<file path="config.mk">
export PLATFORM = sky130hd
export DESIGN_NAME = usb_config_descriptor_parser
export DESIGN_NICKNAME = d
export VERILOG_FILES = /design/src/rtl/ucd_pkg.sv /design/src/rtl/ucd_parse.sv /design/src/rtl/ucd_out_queue.sv /design/src/rtl/usb_config_descriptor_parser.sv
export SDC_FILE = /design/constraint.sdc
export NUM_CORES = 1
export LEC_CHECK = 0
export BUFFER_PORTS_ARGS = -buffer_cell sky130_fd_sc_hd__buf_4
export CELL_PAD_IN_SITES_DETAIL_PLACEMENT = 0
export CELL_PAD_IN_SITES_GLOBAL_PLACEMENT = 1
export CORE_ASPECT_RATIO = 1.2
export CORE_MARGIN = 2
export CORE_UTILIZATION = 35
export CTS_CLUSTER_DIAMETER = 100
export CTS_CLUSTER_SIZE = 24
export DETAILED_ROUTE_END_ITERATION = 8
export PLACE_DENSITY_LB_ADDON = 0.1
export SYNTH_ARGS = -nofsm -noshare
export SYNTH_HDL_FRONTEND = slang
export SYNTH_SLANG_ARGS = --single-unit
</file>
<file path="constraint.sdc">
create_clock -name clock -period 4.02 [get_ports clock]
set_input_delay 0 -clock clock [delete_from_list [all_inputs] [get_ports clock]]
set_output_delay 0 -clock clock [all_outputs]
set_load 0.02 [all_outputs]
</file>
<file path="src/rtl/ucd_pkg.sv">
// ----------------------------------------------------------------------------
// ucd_pkg
// Shared types and constants for the USB configuration descriptor parser:
// payload structs, record kinds, device modes and class flag bit positions.
// ----------------------------------------------------------------------------
package ucd_pkg;

   // descriptor layout
   localparam int unsigned HDR_LEN     = 9;
   localparam logic [7:0]  TYPE_IFACE  = 8'h04;
   localparam logic [7:0]  TYPE_EP     = 8'h05;
   localparam logic [7:0]  IFACE_MIN   = 8'd9;
   localparam logic [7:0]  EP_MIN      = 8'd7;
   localparam logic [7:0]  REC_MIN     = 8'd3;

   // interface class codes
   localparam logic [7:0] CLS_VENDOR  = 8'hFF;
   localparam logic [7:0] CLS_CDC     = 8'h02;
   localparam logic [7:0] CLS_MISC    = 8'hEF;
   localparam logic [7:0] CLS_HID     = 8'h03;
   localparam logic [7:0] CLS_AUDIO   = 8'h01;
   localparam logic [7:0] CLS_VIDEO   = 8'h0E;
   localparam logic [7:0] SUB_ADB     = 8'h42;
   localparam logic [7:0] SUB_MTP     = 8'hFF;
   localparam logic [7:0] SUB_ACM     = 8'h02;
   localparam logic [7:0] SUB_RNDIS   = 8'h04;
   localparam logic [7:0] PRO_ADB     = 8'h01;
   localparam logic [7:0] PRO_SIDE    = 8'h02;
   localparam logic [7:0] PRO_FBOOT   = 8'h03;
   localparam logic [7:0] PRO_RNDIS   = 8'h01;

   // class flag bit positions
   localparam int unsigned FLG_ADB   = 0;
   localparam int unsigned FLG_SIDE  = 1;
   localparam int unsigned FLG_FBOOT = 2;
   localparam int unsigned FLG_MTP   = 3;
   localparam int unsigned FLG_RNDIS = 4;
   localparam int unsigned FLG_HID   = 5;
   localparam int unsigned FLG_AUDIO = 6;
   localparam int unsigned FLG_VIDEO = 7;

   typedef enum logic [1:0] {
      KIND_IFACE   = 2'd0,
      KIND_EP      = 2'd1,
      KIND_SUMMARY = 2'd2
   } kind_type;

   typedef enum logic [2:0] {
      MODE_FASTBOOT = 3'd0,
      MODE_RECOVERY = 3'd1,
      MODE_ADB      = 3'd2,
      MODE_MTP      = 3'd3,
      MODE_RNDIS    = 3'd4,
      MODE_HID      = 3'd5,
      MODE_CHARGING = 3'd6
   } mode_type;

   typedef struct packed {
      logic [7:0] data_byte;
      logic       last_byte;
   } req_type;

   typedef struct packed {
      logic [1:0]  record_kind;
      logic [7:0]  number_or_address;
      logic [7:0]  alt_or_attributes;
      logic [7:0]  class_code;
      logic [7:0]  subclass_code;
      logic [7:0]  protocol_code;
      logic [7:0]  endpoint_total;
      logic [15:0] max_packet_size;
      logic [7:0]  poll_interval;
      logic [7:0]  class_flags;
      logic [3:0]  interface_total;
      logic [2:0]  device_mode;
   } rsp_type;

   // parser to queue: up to two results per accepted byte
   typedef struct packed {
      logic    rec_valid;
      rsp_type rec;
      logic    sum_valid;
      rsp_type sum;
   } push_type;

endpackage

</file>
<file path="src/rtl/ucd_parse.sv">
// ----------------------------------------------------------------------------
// ucd_parse
// Byte-wise descriptor walker. Holds the header and record position state,
// captures record bytes and produces the interface, endpoint and summary
// results caused by each accepted byte in the same cycle.
// ----------------------------------------------------------------------------
module ucd_parse import ucd_pkg::*; #(
   parameter int MAX_INTERFACES = 8,
   parameter int MAX_ENDPOINTS  = 16
) (
   input  logic     clock,
   input  logic     reset,
   input  logic     accept,
   input  req_type  req,
   output push_type push
);

   localparam int IfW = $clog2(MAX_INTERFACES + 1);
   localparam int EpW = $clog2(MAX_ENDPOINTS + 1);

   logic [3:0]     hdr_pos_ff,   hdr_pos_in;
   logic [15:0]    total_len_ff, total_len_in;
   logic [15:0]    remain_ff,    remain_in;
   logic [7:0]     rec_pos_ff,   rec_pos_in;
   logic [7:0]     rec_len_ff,   rec_len_in;
   logic [7:0]     rec_type_ff,  rec_type_in;
   logic [47:0]    cap_ff,       cap_in;
   logic [IfW-1:0] if_cnt_ff,    if_cnt_in;
   logic [EpW-1:0] ep_cnt_ff,    ep_cnt_in;
   logic           stopped_ff,   stopped_in;
   logic [7:0]     flags_ff,     flags_in;

   logic [7:0]  b;
   logic [7:0]  pos_inc;
   logic        finish;
   logic [7:0]  cls, sub, pro;
   mode_type    mode;
   rsp_type     rec;
   rsp_type     sum;
   logic        rec_valid;

   assign b = req.data_byte;

   // next state and record results
   always_comb begin
      hdr_pos_in   = hdr_pos_ff;
      total_len_in = total_len_ff;
      remain_in    = remain_ff;
      rec_pos_in   = rec_pos_ff;
      rec_len_in   = rec_len_ff;
      rec_type_in  = rec_type_ff;
      cap_in       = cap_ff;
      if_cnt_in    = if_cnt_ff;
      ep_cnt_in    = ep_cnt_ff;
      stopped_in   = stopped_ff;
      flags_in     = flags_ff;
      pos_inc      = rec_pos_ff + 8'd1;
      finish       = 1'b0;
      rec_valid    = 1'b0;
      rec          = '0;
      cls          = '0;
      sub          = '0;
      pro          = '0;

      if (32'(hdr_pos_ff) < HDR_LEN) begin
         // configuration header, pick up wTotalLength
         if (hdr_pos_ff == 4'd2) total_len_in[7:0]  = b;
         if (hdr_pos_ff == 4'd3) total_len_in[15:8] = b;
         hdr_pos_in = hdr_pos_ff + 4'd1;
         if (32'(hdr_pos_in) == HDR_LEN) begin
            remain_in = (32'(total_len_in) >= HDR_LEN) ?
                        total_len_in - 16'(HDR_LEN) : 16'd0;
         end
      end else if (!stopped_ff) begin
         if (rec_pos_ff == 8'd0) begin
            // record length byte
            if (remain_ff < 16'(REC_MIN) || 32'(if_cnt_ff) >= MAX_INTERFACES ||
                b < REC_MIN || 16'(b) > remain_ff) begin
               stopped_in = 1'b1;
            end else begin
               rec_len_in  = b;
               rec_type_in = '0;
               cap_in      = '0;
               rec_pos_in  = 8'd1;
            end
         end else begin
            // record body
            if (rec_pos_ff == 8'd1) begin
               rec_type_in = b;
            end else if (rec_pos_ff <= 8'd7) begin
               cap_in[(rec_pos_ff[2:0] - 3'd2) * 8 +: 8] = b;
            end
            rec_pos_in = pos_inc;
            if (pos_inc >= rec_len_ff) begin
               finish     = 1'b1;
               remain_in  = remain_ff - 16'(rec_len_ff);
               rec_pos_in = 8'd0;
            end
         end
      end

      // completed record
      if (finish) begin
         cls = cap_in[31:24];
         sub = cap_in[39:32];
         pro = cap_in[47:40];
         if (rec_type_ff == TYPE_IFACE && rec_len_ff >= IFACE_MIN) begin
            rec_valid             = 1'b1;
            rec.record_kind       = KIND_IFACE;
            rec.number_or_address = cap_in[7:0];
            rec.alt_or_attributes = cap_in[15:8];
            rec.class_code        = cls;
            rec.subclass_code     = sub;
            rec.protocol_code     = pro;
            rec.endpoint_total    = cap_in[23:16];
            if_cnt_in             = if_cnt_ff + IfW'(1);
            ep_cnt_in             = '0;
            if (cls == CLS_VENDOR && sub == SUB_ADB) begin
               if (pro == PRO_ADB)   flags_in[FLG_ADB]   = 1'b1;
               if (pro == PRO_SIDE)  flags_in[FLG_SIDE]  = 1'b1;
               if (pro == PRO_FBOOT) flags_in[FLG_FBOOT] = 1'b1;
            end
            if (cls == CLS_VENDOR && sub == SUB_MTP) flags_in[FLG_MTP] = 1'b1;
            if (cls == CLS_CDC && sub == SUB_ACM && pro == PRO_RNDIS)
               flags_in[FLG_RNDIS] = 1'b1;
            if (cls == CLS_MISC && sub == SUB_RNDIS && pro == PRO_RNDIS)
               flags_in[FLG_RNDIS] = 1'b1;
            if (cls == CLS_HID)   flags_in[FLG_HID]   = 1'b1;
            if (cls == CLS_AUDIO) flags_in[FLG_AUDIO] = 1'b1;
            if (cls == CLS_VIDEO) flags_in[FLG_VIDEO] = 1'b1;
         end else if (rec_type_ff == TYPE_EP && rec_len_ff >= EP_MIN &&
                      if_cnt_ff != '0 && 32'(ep_cnt_ff) < MAX_ENDPOINTS) begin
            rec_valid             = 1'b1;
            rec.record_kind       = KIND_EP;
            rec.number_or_address = cap_in[7:0];
            rec.alt_or_attributes = cap_in[15:8];
            rec.max_packet_size   = cap_in[31:16];
            rec.poll_interval     = cap_in[39:32];
            ep_cnt_in             = ep_cnt_ff + EpW'(1);
         end
      end
   end

   // device mode from the updated flags
   always_comb begin
      if (flags_in[FLG_FBOOT]) begin
         mode = MODE_FASTBOOT;
      end else if (flags_in[FLG_ADB] && flags_in[FLG_SIDE]) begin
         mode = MODE_RECOVERY;
      end else if (flags_in[FLG_ADB]) begin
         mode = (32'(if_cnt_in) <= 32'd2) ? MODE_RECOVERY : MODE_ADB;
      end else if (flags_in[FLG_MTP]) begin
         mode = MODE_MTP;
      end else if (flags_in[FLG_RNDIS]) begin
         mode = MODE_RNDIS;
      end else if (flags_in[FLG_HID]) begin
         mode = MODE_HID;
      end else begin
         mode = MODE_CHARGING;
      end
   end

   // summary result
   always_comb begin
      sum                 = '0;
      sum.record_kind     = KIND_SUMMARY;
      sum.class_flags     = flags_in;
      sum.interface_total = 4'(32'(if_cnt_in));
      sum.device_mode     = mode;
   end

   assign push.rec_valid = accept && rec_valid;
   assign push.rec       = rec;
   assign push.sum_valid = accept && req.last_byte;
   assign push.sum       = sum;

   // state registers, cleared after the last byte
   always_ff @(posedge clock) begin
      if (reset || (accept && req.last_byte)) begin
         hdr_pos_ff   <= '0;
         total_len_ff <= '0;
         remain_ff    <= '0;
         rec_pos_ff   <= '0;
         rec_len_ff   <= '0;
         rec_type_ff  <= '0;
         cap_ff       <= '0;
         if_cnt_ff    <= '0;
         ep_cnt_ff    <= '0;
         stopped_ff   <= 1'b0;
         flags_ff     <= '0;
      end else if (accept) begin
         hdr_pos_ff   <= hdr_pos_in;
         total_len_ff <= total_len_in;
         remain_ff    <= remain_in;
         rec_pos_ff   <= rec_pos_in;
         rec_len_ff   <= rec_len_in;
         rec_type_ff  <= rec_type_in;
         cap_ff       <= cap_in;
         if_cnt_ff    <= if_cnt_in;
         ep_cnt_ff    <= ep_cnt_in;
         stopped_ff   <= stopped_in;
         flags_ff     <= flags_in;
      end
   end

   // a walk only stops once the header is through
   a_stop_after_hdr: assert property (@(posedge clock) disable iff (reset)
      stopped_ff |-> 32'(hdr_pos_ff) == HDR_LEN)
      else $error("walk stopped inside header");

   // an open record never reaches its length
   a_rec_pos: assert property (@(posedge clock) disable iff (reset)
      rec_pos_ff != 8'd0 |-> rec_pos_ff < rec_len_ff)
      else $error("record position past record length");

   // the last byte returns the walker to its start
   a_last_clears: assert property (@(posedge clock) disable iff (reset)
      accept && req.last_byte |=> hdr_pos_ff == 4'd0 && flags_ff == 8'd0 &&
                                   if_cnt_ff == '0)
      else $error("state not cleared after last byte");

   // interface count never passes its limit
   a_if_limit: assert property (@(posedge clock) disable iff (reset)
      32'(if_cnt_ff) <= MAX_INTERFACES)
      else $error("interface count beyond limit");

endmodule

</file>
<file path="src/rtl/ucd_out_queue.sv">
// ----------------------------------------------------------------------------
// ucd_out_queue
// Four-entry result queue. Takes up to two results per cycle from the parser
// and hands them out one beat at a time; asks for a stall when fewer than two
// entries are free.
// ----------------------------------------------------------------------------
module ucd_out_queue import ucd_pkg::*; (
   input  logic     clock,
   input  logic     reset,
   input  push_type push,
   output logic     full,
   output logic     rsp_valid,
   input  logic     rsp_stall,
   output rsp_type  rsp_data
);

   localparam int Depth = 4;

   rsp_type    entry_ff [Depth];
   logic [1:0] wr_ptr_ff, wr_ptr_in;
   logic [1:0] rd_ptr_ff, rd_ptr_in;
   logic [2:0] cnt_ff,    cnt_in;
   logic       pop;
   logic [1:0] push_n;
   logic [1:0] sum_slot;

   assign rsp_valid = cnt_ff != 3'd0;
   assign rsp_data  = entry_ff[rd_ptr_ff];
   assign pop       = rsp_valid && !rsp_stall;
   assign full      = cnt_ff > 3'd2;

   // pointer and count update
   always_comb begin
      push_n    = 2'(push.rec_valid) + 2'(push.sum_valid);
      sum_slot  = push.rec_valid ? wr_ptr_ff + 2'd1 : wr_ptr_ff;
      wr_ptr_in = wr_ptr_ff + push_n;
      rd_ptr_in = rd_ptr_ff + 2'(pop);
      cnt_in    = cnt_ff + 3'(push_n) - 3'(pop);
   end

   always_ff @(posedge clock) begin
      if (reset) begin
         wr_ptr_ff <= '0;
         rd_ptr_ff <= '0;
         cnt_ff    <= '0;
      end else begin
         wr_ptr_ff <= wr_ptr_in;
         rd_ptr_ff <= rd_ptr_in;
         cnt_ff    <= cnt_in;
      end
   end

   // entry storage
   always_ff @(posedge clock) begin
      if (push.rec_valid) entry_ff[wr_ptr_ff] <= push.rec;
      if (push.sum_valid) entry_ff[sum_slot]  <= push.sum;
   end

   // never more entries than storage
   a_no_overflow: assert property (@(posedge clock) disable iff (reset)
      cnt_ff <= 3'(Depth))
      else $error("result queue overflow");

   // pushes only arrive while there is room for two
   a_push_room: assert property (@(posedge clock) disable iff (reset)
      push.rec_valid || push.sum_valid |-> !full)
      else $error("push while queue full");

   // count tracks the pointer distance
   a_cnt_ptr: assert property (@(posedge clock) disable iff (reset)
      cnt_ff != 3'(Depth) |-> 2'(cnt_ff) == 2'(wr_ptr_ff - rd_ptr_ff))
      else $error("queue count and pointers disagree");

endmodule

</file>
<file path="src/rtl/usb_config_descriptor_parser.sv">
// ----------------------------------------------------------------------------
// usb_config_descriptor_parser
// Walks a USB configuration descriptor one byte per beat and reports its
// interface and endpoint records plus a summary on the last byte.
// ----------------------------------------------------------------------------
// Usage:
//   req_* carries one descriptor byte per beat, with last_byte marking the
//   final byte. rsp_* carries interface records, endpoint records and one
//   summary (class flags, interface count, device mode) per descriptor.
//   A beat moves on a rising edge with valid high and stall low.
// Flow:
//   a result caused by a byte enters the result queue as the byte is taken
//   and is offered on rsp_* once all earlier results have left. One byte is
//   taken per cycle while req_stall is low; a byte that completes a record
//   and is also the last byte yields two results, which leave one after the
//   other via the four-entry result queue. req_stall rises while fewer than
//   two entries are free, so a stalled receiver holds input back at three results.
// Reset:
//   synchronous reset clears the walker state and empties the queue; the
//   walker also returns to its start after every last byte.
// ----------------------------------------------------------------------------
module usb_config_descriptor_parser import ucd_pkg::*; #(
   parameter int MAX_INTERFACES = 8,
   parameter int MAX_ENDPOINTS  = 16
) (
   input  logic    clock,
   input  logic    reset,
   input  logic    req_valid,
   output logic    req_stall,
   input  req_type req_data,
   output logic    rsp_valid,
   input  logic    rsp_stall,
   output rsp_type rsp_data
);

   logic     accept;
   logic     full;
   push_type push;

   assign req_stall = full;
   assign accept    = req_valid && !full;

   // byte walker
   ucd_parse #(
      .MAX_INTERFACES (MAX_INTERFACES),
      .MAX_ENDPOINTS  (MAX_ENDPOINTS)
   ) u_parse (
      .clock  (clock),
      .reset  (reset),
      .accept (accept),
      .req    (req_data),
      .push   (push)
   );

   // result queue
   ucd_out_queue u_queue (
      .clock     (clock),
      .reset     (reset),
      .push      (push),
      .full      (full),
      .rsp_valid (rsp_valid),
      .rsp_stall (rsp_stall),
      .rsp_data  (rsp_data)
   );

endmodule
</file>
* Word level (Yosys, flattened, before mapping)
Memory sizes are Yosys's and may differ from the RTL's. A register that Yosys moved wholly into a read port is not among the register bits. Index checks and enable logic that the tools add are counted.
Cells by class: eq/ne operators 23, reductions and logical operators 34, add/sub/neg operators 14, shifts and indexed selects 2, muxes and demuxes 68, $lt $le $gt $ge 13, bitwise gates (word level) 3
Operators with widths (count):
- two-way mux 48 bit | 6
- two-way mux 16 bit | 6
- two-way mux 8 bit | 12
- two-way mux 74 bit | 1
- bitwise mux 48 bit | 1
- two-way mux 24 bit | 2
- variable shift 8 x 34 -> 48 bit (first input constant) | 1
- indexed part select 8 x 34 -> 48 bit | 1
- equality test 8 x 2 -> 1 bit (second input constant) | 5
- negator 32 -> 34 bit | 1
- two-way mux 32 bit | 1
- equality test 8 x 1 -> 1 bit (second input constant) | 3
- equality test 8 x 3 -> 1 bit (second input constant) | 3
- equality test 8 bit (second input constant) | 3
- two-way mux 1 bit | 23
- two-way mux 18 bit | 1
- two-way mux 3 bit | 6
- two-way mux 17 bit | 1
- >= comparator 16 x 4 -> 1 bit (second input constant) | 1
- > comparator 8 x 16 -> 1 bit | 1
- < comparator 16 x 2 -> 1 bit (second input constant) | 1
- subtractor 16 x 4 -> 16 bit (second input constant) | 1
- subtractor 16 x 8 -> 16 bit | 1
- logical AND 1 bit | 15
- other kinds (40) | 60
Word-level totals: memories kept 1, flip-flop bits (word level) 133, bits of input ports 13, logic and storage cells 172, RAM bits 356, output and inout bits 91
Memory list:
- u_queue.entry_ff | depth 4, bits a word 89, read ports 1, clocked after memory_dff 1, wr ports 2, RTL line ucd_out_queue.sv:19 | rsp_type entry_ff [Depth];

* Depth between registers and ports, before layout
depth after elaboration 22, depth in mapped cells 21, mapped depth without buffers 20

* Hierarchy
Synthesis repeated with hierarchy kept, for this count alone.
Unflattened totals: cell total of the unflattened synthesis 2168, area, all modules 27156.0 um^2
By module, submodules not included:
- ucd_out_queue | cells an instance 923, sequential area each 10830.4 um^2, times used 1, area an instance 17912.2 um^2
- ucd_parse | cells an instance 1244, sequential area each 2522.4 um^2, times used 1, area an instance 9230.1 um^2
- usb_config_descriptor_parser | cells an instance 1, sequential area each 0.0 um^2, times used 1, area an instance 13.8 um^2

* Worst setup path before layout
Ideal clock, no wire load.
kind register -> register, start register u_parse.rec_pos_ff[0], end register u_queue.cnt_ff[2], setup slack -0.215 ns, data arrival time 4.110 ns, buffers on the path 2, period minus slack after synthesis 4.235 ns, cell stages (with the launch flop) 22, setup time 0.125 ns, data required time 3.895 ns, cell sequence dfxtp_1 -> clkbuf_1 -> nand2_1 -> nor2_1 -> nand3_1 -> xnor2_1 -> ha_1 -> o211ai_1 -> or2_2 -> o211ai_1 -> nand3_1 -> nand2_1 -> nand2_1 -> inv_2 -> buf_2 -> ha_1 -> inv_1 -> ha_1 -> fa_1 -> xnor2_1 -> xnor2_1 -> nor2_1
Between the ends: longest elaborated chain between the ends 11, elaborated cells between the ends (all ways) 12, those cells by class add/sub (4); order compare (1); mux (5); reduce/logical (2)
Ends and longest elaborated chain:
- start: declaration | RTL line ucd_parse.sv:24 | logic [7:0] rec_pos_ff, rec_pos_in;
- start signal: assignment | RTL line ucd_parse.sv:195 | rec_pos_ff <= rec_pos_in;
- adder 8 x 1 -> 8 bit | RTL line ucd_parse.sv:57 | pos_inc = rec_pos_ff + 8'd1;
- >= comparator 8 bit | RTL line ucd_parse.sv:94 | if (pos_inc >= rec_len_ff) begin
- two-way mux 1 bit | RTL line ucd_parse.sv:94
- two-way mux 1 bit * | RTL line ucd_parse.sv:75 | if (rec_pos_ff == 8'd0) begin
- two-way mux 1 bit * | RTL line ucd_parse.sv:74 | end else if (!stopped_ff) begin
- two-way mux 1 bit * | RTL line ucd_parse.sv:65 | if (32'(hdr_pos_ff) < HDR_LEN) begin
- two-way mux 1 bit * | RTL line ucd_parse.sv:103 | if (finish) begin
- logical AND 1 bit * | RTL line ucd_parse.sv:172 | assign push.rec_valid = accept && rec_valid;
- adder 1 x 1 -> 2 bit * | RTL line ucd_out_queue.sv:34 | push_n = 2'(push.rec_valid) + 2'(push.sum_valid);
- adder 3 x 2 -> 3 bit * | RTL line ucd_out_queue.sv:38 | cnt_in = cnt_ff + 3'(push_n) - 3'(pop);
- subtractor 3 x 1 -> 3 bit * | RTL line ucd_out_queue.sv:38
- end signal: assignment | RTL line ucd_out_queue.sv:49 | cnt_ff <= cnt_in;
- end: declaration | RTL line ucd_out_queue.sv:22 | logic [2:0] cnt_ff, cnt_in;
Every way passes the cells marked *; elsewhere a longest branch is shown, timed or not. A chain may end at the register's enable or synchronous reset.

==> results by group <==
Min path
  • Hold depth: 5
  • Hold Crit Class: primary input to flip-flop

Logic synthesis
  • Yosys reg bits: 489
  • Cell Area, Synth: 23400 µm²
  • Most common library cells after synthesis: nand2_1 (474), dfxtp_1 (429), nor2_1 (421)
  • Asr flop ratio synth: 0%
  • Seq/Total Area, Yosys: 44.5%
  • Main flop type after synthesis: dfxtp_1
  • Top cell type's share of synthesized area: 36.8%
  • Mapped Avg Cell Area: 8.75 µm²
  • Dominant cell type by area after synthesis: dfxtp_1
  • Synth warn: 0
  • Number of distinct library cells after synthesis: 93
  • Top post-synthesis cells by area: dfxtp_1 (37%), mux4_2 (8.6%), edfxtp_1 (7.7%), nand2_1 (7.6%), nor2_1 (6.8%)
  • Mapped Cells: 2669
  • Most frequent cell after synthesis: nand2_1
  • Number of synthesized flops with an enable pin: 60
  • Synthesized Nets: 2738

Worst setup path
  • R2R depth: 14
  • Crit-path max FO: 6
  • Cells along the critical path: ha_4 > inv_1 > fa_2 > nand4bb_4 > a2111oi_4 > buf_4 > and4_4 > a21oi_2 > a22o_1 > a221o_1 > o32ai_4 > a41oi_4 > a211oi_4 > nor3_2
  • Worst setup SP type: flip-flop
  • Stages on worst setup path: 14
  • Kind of critical path: flip-flop to flip-flop
  • Crit path max-delay family: compound AO/OA/AOI/OAI gates
  • CP arrival: 4290 ps
  • Required time worst endpoint: 4370 ps
  • Crit path buffers/inverters: 2
  • Worst path max stage delay: 440 ps
  • Crit end category: flip-flop
  • Slowest stage cell, crit path: a211oi_4

Power
  • Pwr/cell area: 375 nW/µm²
  • Switching Power: 3200 µW
  • Power share of the combinational group: 20.5%
  • Pint: 7150 µW
  • Switching part of the total: 30.9%
  • Clk pwr share: 28.6%
  • LEAKAGE: 0.00973 µW
  • Max rail drop VDD: 0.000336 V
  • Seq pwr share: 50.9%

GRT
  • Largest net degree at the start of global routing: 72
  • GR Util met3: 1.74%
  • GRT Resource Usage Total: 23.1%
  • Top Usage Layer GRT: met2
  • Grt total ovfl: 0
  • Met1 Usage GRT: 30.5%
  • Vias in the first global route: 19800
  • Met2 usage: 40.9%
  • First-pass GRT wire length: 123000 µm
  • Initial antenna violation count: 0

Drt
  • DRT Wirelength: 80500 µm
  • DR vias: 20000
  • DR iter-0 viols: 1343
  • DR WL/cell: 21.6 µm
  • Detail Route Antenna Nets: 0
  • DRT Pass-1 Iters: 5
  • DR DRC count: 0
  • DR vias/cell: 5.37

Outcome
  • Status: finished clean

Floorplanning
  • Die W: 240 µm
  • Row Count: 103
  • Initial core utilization: 35.5%
  • Die area: 68800 µm²
  • # IOs: 104
  • Die H: 287 µm
  • Core Area: 65900 µm²

Timing
  • Final worst setup slack: 73.9 ps
  • Worst Clk Skew: 27.2 ps
  • Max Slew Vio Count: 0
  • Clock period minus worst slack: 3950 ps
  • Final setup fails: 0
  • RSZ-0062 raised after global routing: true
  • Max Clock Freq: 253 MHz
  • Final Hold Fails: 0
  • Final worst-path cycle share: 98.2%
  • Slew headroom: 26.5%
  • Worst slew pin tran: 1100 ps

CTS
  • Bufs on Longest Clock Path: 3
  • H-Tree Level Count: 1
  • CTS root buf: clkbuf_16
  • CTS Buf Count: 25
  • Worst-path clk slew: 100 ps
  • CTS tree: yes
  • Clock Latency Late Sink: 610 ps
  • Clock Sinks: 489

Run
  • # Max-Cap Violations: 0

Layout
  • Final Non-Filler Cells: 3725
  • Synth-to-Final Area Change: 18.3%
  • Share of cells above drive strength 1: 19.8%
  • # diodes: 0
  • Register area: 10400 µm²
  • Final nets: 2894
  • Multi-input gate area in the final layout: 12400 µm²
  • Fillcell total: 6508
  • Util after Layout: 41.9%

Placed design
  • Final GP Congestion: 0.918
  • DPL Wire Length: 54300 µm
  • Placed insts: 3658
  • Port Buf Inserts: 103
  • Post-Place Worst Slack: -334 ps
worst reg2reg max path, delay by kind of cell, from the launching register on:
family	cells	cell delay, ps
buffers and inverters	2	250
AND/OR/NAND/NOR	3	600
adder cells (fa/ha/maj)	2	560
AO/OA/AOI/OAI	7	1860
flip-flops	1	410
registers in the layout, indices dropped and copies added (netlist names):
| register | flops |
|---|---|
| u_queue.entry_ff | 356 |
| u_parse.cap_ff | 48 |
| u_parse.remain_ff | 16 |
| u_parse.total_len_ff | 16 |
| u_parse.flags_ff | 8 |
| u_parse.rec_len_ff | 8 |
| u_parse.rec_pos_ff | 8 |
| u_parse.rec_type_ff | 8 |
| u_parse.ep_cnt_ff | 5 |
| u_parse.hdr_pos_ff | 4 |
| u_parse.if_cnt_ff | 4 |
| u_queue.cnt_ff | 3 |
| u_queue.rd_ptr_ff | 2 |
| u_queue.wr_ptr_ff | 2 |
| u_parse.stopped_ff | 1 |
final cells by class:
cell class,instances,share of cell area [%]
clock buffers,28,2.31
clock inverters,7,0.308
inverters,55,0.747
multi-input cells,1925,44.8
flip-flops and latches,489,37.7
well taps,892,4.04
repair buffers,329,10.2
logic make-up after synthesis:
logic type	share of synthesized area, %
simple gates	20.2
buf+inv	4.30
mux	9.61
flops	44.5
xor+xnor	1.43
compound gates	16.9
fa+ha+maj	3.10
final timing paths:
kind / endpoint / slack (ps) / startpoint
worst min register to register: u_queue.entry_ff[0][88] / 450 / u_queue.entry_ff[0][88]
worst max-delay path: u_queue.entry_ff[3][0] / 70 / u_parse.rec_pos_ff[1]
worst max register to register: u_queue.entry_ff[3][0] / 70 / u_parse.rec_pos_ff[1]
worst min-delay path: u_queue.entry_ff[2][64] / 130 / req_data[0]
layout by cell type, fill, tap and decap left out, types with 8 or more instances in the layout:
master	n
xnor2_1	22
nand3_1	34
and3_1	12
and2_1	8
mux2i_1	24
o211ai_1	10
or3_1	9
buf_12	24
mux4_2	89
a22oi_1	42
o21ai_0	44
xor2_1	13
nor2_1	414
a21oi_1	303
clkbuf_16	25
edfxtp_1	60
buf_4	291
nor4_1	12
nand4_1	10
o22ai_1	8
dfxtp_1	424
a211oi_1	114
nand2_1	467
ha_1	47
nor2b_1	14
a31oi_1	10
nand2_2	8
nor3_1	25
dlygate4sd3_1	12
nand2b_1	8
inv_1	49
power groups by stage:
stage / sequential, µW / combinational, µW / clock (µW)
floorplan: 5230 / 1430 / 0
global placement: 5380 / 2080 / 0
detailed placement: 5380 / 2080 / 0
CTS: 5270 / 2110 / 3060
global route: 5290 / 2290 / 3210
finish: 5270 / 2130 / 2960
timing repair:
item / 4_1_cts / 5_1_grt
setup buffers: 4 / 16
gates resized for setup: 22 / 51
endpoints found under the setup margin: 99 / 359
hold buffers: 12 / 0
pin swaps: 6 / 26
endpoints found under the hold margin: 38 / 0
through the flow:
step / instance area, µm² / power (µW) / setup TNS (ps) / hold WS, ps
5_1_grt: 27600 / 10800 / -213 / 135
6_report: 27600 / 10300 / 0 / 129
3_5_place_dp: 26300 / 7470 / -5800 / 260
2_1_floorplan: 23400 / 6660 / 0 / 277
4_1_cts: 27300 / 10400 / 0 / 106
3_3_place_gp: 26300 / 7450 / -2660 / 254
metal layers:
metal / share of wire [%] / vias to the layer above
li1: - / 9656
met4: 2.2 / 0
met2: 50 / 470
met5: 0 / -
met3: 3.8 / 93
met1: 44 / 9780
(Power assumes the default switching activity.)
